===== src/rtl/sorted_table_binary_search_defines.svh =====
// assertion macros for the sorted table binary search block
// used by the controller and datapath; expects clk and rst_n in scope
`ifndef SORTED_TABLE_BINARY_SEARCH_DEFINES_SVH
`define SORTED_TABLE_BINARY_SEARCH_DEFINES_SVH

// consequent must hold in the same cycle as the antecedent
`define STBS_ASSERT_NOW(label, ante, cons, msg) \
    label: assert property (@(posedge clk) disable iff (!rst_n) (ante) |-> (cons)) \
        else $error(msg);

// consequent must hold in the cycle after the antecedent
`define STBS_ASSERT_NEXT(label, ante, cons, msg) \
    label: assert property (@(posedge clk) disable iff (!rst_n) (ante) |=> (cons)) \
        else $error(msg);

`endif


===== src/rtl/stbs_pkg.sv =====
// shared constants and controller/datapath types for the binary search block
// no dependencies
package stbs_pkg;

    localparam int TABLE_DEPTH = 1024;
    localparam int ADDR_W      = $clog2(TABLE_DEPTH);
    localparam int DATA_W      = 32;
    localparam int INDEX_W     = 10;
    localparam int SIZE_W      = 11;
    localparam int PROBE_W     = 4;
    // window bounds: low up to TABLE_DEPTH, high down to -1
    localparam int WIN_W       = ADDR_W + 2;
    localparam int MAX_PROBES  = ADDR_W + 1;

    localparam logic CMD_LOAD   = 1'b0;
    localparam logic CMD_SEARCH = 1'b1;

    typedef struct packed {
        logic init;
        logic issue;
        logic step;
        logic emit;
    } dp_cmd_t;

    typedef struct packed {
        logic empty;
        logic hit;
        logic next_empty;
        logic out_free;
    } dp_sts_t;

endpackage


===== src/rtl/stbs_ctrl.sv =====
// search sequencer: accepts items and steps the datapath through the probes
// depends on stbs_pkg and the assertion macros
`include "sorted_table_binary_search_defines.svh"

module stbs_ctrl (
    input  logic              clk,
    input  logic              rst_n,
    input  logic              req_valid,
    input  logic              req_command,
    output logic              req_ready,
    input  stbs_pkg::dp_sts_t sts,
    output stbs_pkg::dp_cmd_t cmd
);

    localparam logic [1:0] ST_IDLE  = 2'd0;
    localparam logic [1:0] ST_SETUP = 2'd1;
    localparam logic [1:0] ST_PROBE = 2'd2;
    localparam logic [1:0] ST_DONE  = 2'd3;

    logic [1:0] state_reg;
    logic [1:0] state_next;

    always_comb
    begin
        state_next = state_reg;
        cmd        = '0;
        req_ready  = 1'b0;
        unique case (state_reg)
            ST_IDLE:
            begin
                req_ready = 1'b1;
                if (req_valid && req_command == stbs_pkg::CMD_SEARCH)
                begin
                    cmd.init   = 1'b1;
                    state_next = ST_SETUP;
                end
            end
            ST_SETUP:
            begin
                cmd.issue  = !sts.empty;
                state_next = sts.empty ? ST_DONE : ST_PROBE;
            end
            ST_PROBE:
            begin
                cmd.step = 1'b1;
                if (sts.hit || sts.next_empty)
                begin
                    state_next = ST_DONE;
                end
            end
            ST_DONE:
            begin
                // wait for the output register to free up
                cmd.emit = sts.out_free;
                if (sts.out_free)
                begin
                    state_next = ST_IDLE;
                end
            end
            default:
            begin
                state_next = ST_IDLE;
            end
        endcase
    end

    always_ff @(posedge clk or negedge rst_n)
    begin
        if (!rst_n)
        begin
            state_reg <= ST_IDLE;
        end
        else
        begin
            state_reg <= state_next;
        end
    end

    `STBS_ASSERT_NOW(a_emit_needs_room, cmd.emit, sts.out_free,
        "result emitted while output register still holds an untaken result")

endmodule


===== config.mk =====
export PLATFORM = sky130hd
export DESIGN_NAME = stbs_ctrl
export DESIGN_NICKNAME = d
export VERILOG_FILES = /design/src/rtl/stbs_pkg.sv /design/src/rtl/stbs_ctrl.sv
export VERILOG_INCLUDE_DIRS = /design/src /design/src/rtl
export SDC_FILE = /design/constraint.sdc
export NUM_CORES = 1
export LEC_CHECK = 0
export BUFFER_PORTS_ARGS = -buffer_cell sky130_fd_sc_hd__buf_4
export CAP_MARGIN = 20
export CORE_AREA = 2 2 39 41
export CTS_CLUSTER_SIZE = 14
export DETAILED_ROUTE_END_ITERATION = 8
export DIE_AREA = 0 0 41 43
export GPL_ROUTABILITY_DRIVEN = 1
export RECOVER_POWER = 50
export SLEW_MARGIN = 40
export SYNTH_ARGS = -nofsm -noshare
export SYNTH_HDL_FRONTEND = slang
export SYNTH_SLANG_ARGS = --single-unit

===== constraint.sdc =====
create_clock -name clk -period 3.02 [get_ports clk]
set_input_delay 0.906 -clock clk [delete_from_list [all_inputs] [get_ports clk]]
set_output_delay 0.906 -clock clk [all_outputs]
set_load 0.03 [all_outputs]

# After elaboration in Yosys (flattened, before gate mapping)
# Index checks and enable logic that the tools add are counted.
[word_totals]
regBits = 2
word_cells = 23
in_bits = 8
out_inout_bits = 5
mem_count = 0
latch_bits = 0
mem_bits_ro = 0
ram_bits = 0
[classes]
add_sub_neg = 0
magnitude_cmp = 0
eq_ne = 6
n_reduce_logical = 5
muxes = 11
shifts = 0
bitwise = 0
mul = 0
n_div = 0
[ops]
columns = ["cell", "count"]
rows = [
  ["one-hot mux 2 bit (4 select lines)", 1],
  ["2-to-1 mux 1 bit", 7],
  ["2-to-1 mux 2 bit", 3],
  ["inequality test 2 bit, second input constant", 3],
  ["equality test 2 bit, second input constant", 2],
  ["AND reduction 3 bit", 1],
  ["equality test 2 x 1 -> 1 bit, second input constant", 1],
  ["zero test 2 bit", 1],
  ["logical AND 1 bit", 1],
  ["zero test 1 bit", 1],
  ["logical OR 1 bit", 1],
]

# Logic depth before layout (Yosys ltp)
[logic_depth]
word_depth = 3
mapped_depth = 5

# Worst setup path after synthesis
# OpenSTA, ideal clock, no wires.
[synth_path]
path_kind = "in2out"
startpoint = "in sts[3] (netlist bit)"
endpoint = "out cmd[2] (netlist bit)"
required_ns = 2.114
path_buffers = 0
setup_slack_ns = 0.776
stages = 1
t_arrival_ns = 1.338
cell_sequence = "nor2b_1"
[synth_between]
elab_chain_len = 2
[synth_lines]
columns = ["element", "line_no", "source"]
rows = [
  ["start, declared", "stbs_ctrl.sv:11", "input stbs_pkg::dp_sts_t sts,"],
  ["zero test 1 bit", "stbs_ctrl.sv:40", "cmd.issue = !sts.empty;"],
  ["2-to-1 mux 1 bit", "stbs_ctrl.sv:28", "unique case (state_reg)"],
  ["end, declared", "stbs_ctrl.sv:12", "output stbs_pkg::dp_cmd_t cmd"],
]
# No other way between the ends.

==> flow_metrics.py <==
metrics = {
    "status": {
        "status": "complete, no violations",
    },
    "worst_setup_path": {
        "cp-end-kind": "primary output",
        "arrival_ns": 1.35,
        "critPathLaunch": "sts[0]",
        "r2r_start": "state_reg[0]",
        "rrSetupSlack_ns": 1.38,
        "worstPathRequired_ns": 2.11,
        "path_class": "input pin to primary output",
        "reg2reg_depth": 4,
        "path_max_fanout": 2,
        "startpoint_type": "input pin",
        "r2r_end": "state_reg[1]",
        "cp-endpoint": "cmd[0]",
    },
    "power": {
        "total_power_mw": 0.320,
        "leakage_nw": 0.171,
        "ir_worst_vdd_v": 0.000381,
        "power.density_mw_per_mm2": 999,
    },
    "placement": {
        "gp_congestion": 0.608,
        "portBuffers": 12,
    },
    "global_routing": {
        "grt_overflow": 0,
        "grt_start_max_net_pins": 7,
        "antenna_found_initial": 0,
        "grt_pass1_wl_um": 648,
        "gr-usage-all-layers_pct": 5.82,
        "grt_pass1_vias": 190,
    },
    "synth": {
        "synthAdderAreaFrac_pct": 26.1,
        "synth_top_family_by_area": "adder cells",
        "synth-xor-area-share_pct": 0,
        "synth.distinct_cells": 14,
        "synth_mux_area_share_pct": 5.88,
        "synth_nets": 32,
        "synth_compound_area_share_pct": 19.0,
        "netlist_area_um2": 191,
        "syn_inst": 20,
        "syn_area_per_cell_um2": 9.57,
        "ys_warn_count": 0,
        "yosys.area_share.simple_pct": 17.0,
        "synth-seq-cells": 2,
        "ys_seq_area_share_pct": 26.1,
    },
    "sta": {
        "tns_ns": 0,
        "period_needed_ns": 2.26,
        "clock.fmax_mhz": 443,
        "hold_violations": 0,
        "tightest_slew_ns": 0.382,
        "relSlewSlack_pct": 74.5,
        "slew_violations": 0,
        "setup_viol": 0,
        "fin_hold_ws_ns": 0.458,
        "finalClockSkew_ns": 0.00443,
        "fin_crit_sh_pct": 74.7,
        "rsz0062_at_grt": "no",
    },
    "layout": {
        "syn2layout_area_growth_pct": 67.3,
        "post-route-util_pct": 23.1,
        "largest_register_ffs": 2,
        "diodes": 0,
        "final_nets": 49,
        "drive_gt1_share_pct": 48.6,
    },
    "clock_tree": {
        "cts_resized": 0,
        "cts_buffer_depth": 2,
        "ctsHoldBuffers": 0,
        "cts_tree": "done",
        "clk_latency_ns": 0.23,
        "numCtsBuffers": 3,
        "post_cts_buffers": 0,
        "cts.clk_slew.worst_paths_ns": 0.03,
        "cts_root_buffer": "clkbuf_4",
        "cts.sinks": 2,
        "h-tree-depth": 1,
    },
    "detailed_routing": {
        "drc": 0,
        "vias_per_cell": 4.04,
        "num_vias": 206,
        "postRouteAntennaNets": 0,
        "drt-initial-drc-count": 7,
        "routed_wl_um": 394,
        "dr.pass1.iters": 5,
        "wire_per_inst_um": 7.73,
    },
    "floorplanning": {
        "die_area_mm2": 0.00176,
        "initial_core_util_pct": 13.8,
        "die_y_um": 43,
        "die_w_um": 41,
        "io_pins": 13,
        "coreArea_mm2": 0.00138,
        "num_rows": 14,
    },
    "hold_path": {
        "min_path_type": "input pin to async pin",
    },
    "flow_run": {
        "drv_cap": 0,
    },
}
[how the worst min path moves through the flow]
stage / from / endpoint / slack (ns) / cells after the start
after floorplan: state_reg[1] / state_reg[1] / 0.51 / 1
after global placement: state_reg[1] / state_reg[1] / 0.54 / 1
after detailed placement: state_reg[1] / state_reg[1] / 0.55 / 1
after CTS: rst_n / state_reg[0] / 0.45 / 1
after global routing: rst_n / state_reg[0] / 0.46 / 1
final: rst_n / state_reg[0] / 0.46 / 1
[through the flow]
stage	instances	instance area, um2	setup WS [ns]
after CTS	51	324	0.765
after global placement	48	302	0.767
final	51	320	0.765
after floorplan	20	191	0.776
after global routing	51	320	0.732
after detailed placement	48	302	0.766
[cell usage after synthesis]
cell type | n | area [um2]
a222oi_1 | 1 | 10.0
o21ai_0 | 1 | 5.00
mux2_1 | 1 | 11.3
and2_2 | 1 | 7.51
dfrtp_1 | 2 | 50.1
nand2_1 | 1 | 3.75
inv_1 | 3 | 11.3
a22o_2 | 1 | 10.0
nor2_1 | 1 | 3.75
nor2b_1 | 1 | 6.26
o32a_2 | 1 | 11.3
ha_1 | 4 | 50.1
nand3_1 | 1 | 5.00
and3_1 | 1 | 6.26
[cell usage in the layout, fill, tap and decap left out, drive strengths merged]
master	n
mux2	1
nor2b	1
ha	4
and3	1
o21ai	1
dfrtp	2
inv	3
nor2	1
a222oi	1
nand2	1
nand3	1
clkbuf	5
buf	10
and2	1
o32a	1
a22o	1
[report_power, final]
part	switching (mW)	internal (mW)	leakage [nW]
sequential	0.0168	0.0426	0.0234
clock	0.0159	0.0439	0.0138
combinational	0.107	0.0935	0.134
[critical path, stage by stage]
cell and delay (ns):
clkbuf_4 0.11, and2_2 0.17, buf_4 0.16
[per-layer routing]
layer | vias up | part of all wire (%) | wire length (um) | track usage, %
met5 | - | 0 | 0 | 0
met4 | 0 | 0 | 0 | 4.00
met3 | 0 | 12 | 47 | 4.71
met2 | 8 | 50 | 196 | 8.75
met1 | 96 | 38 | 150 | 4.82
li1 | 102 | - | - | -
[layout make-up]
cell class              count  area [um2]
well taps                  16        20.0
multi-input cells          15         130
clock buffers               3        22.5
fillers                   150        1060
repair buffers             12        86.3
inverters                   3        11.3
flip-flops and latches      2        50.0
[cell families after synthesis]
family	count (synthesis)
DFF	2
AOI/OAI and AO/OA	4
buffers and inverters	3
and+or+nand+nor	6
muxes	1
adders and majority gates	4
No activity file was read; power rests on OpenSTA's default activity.
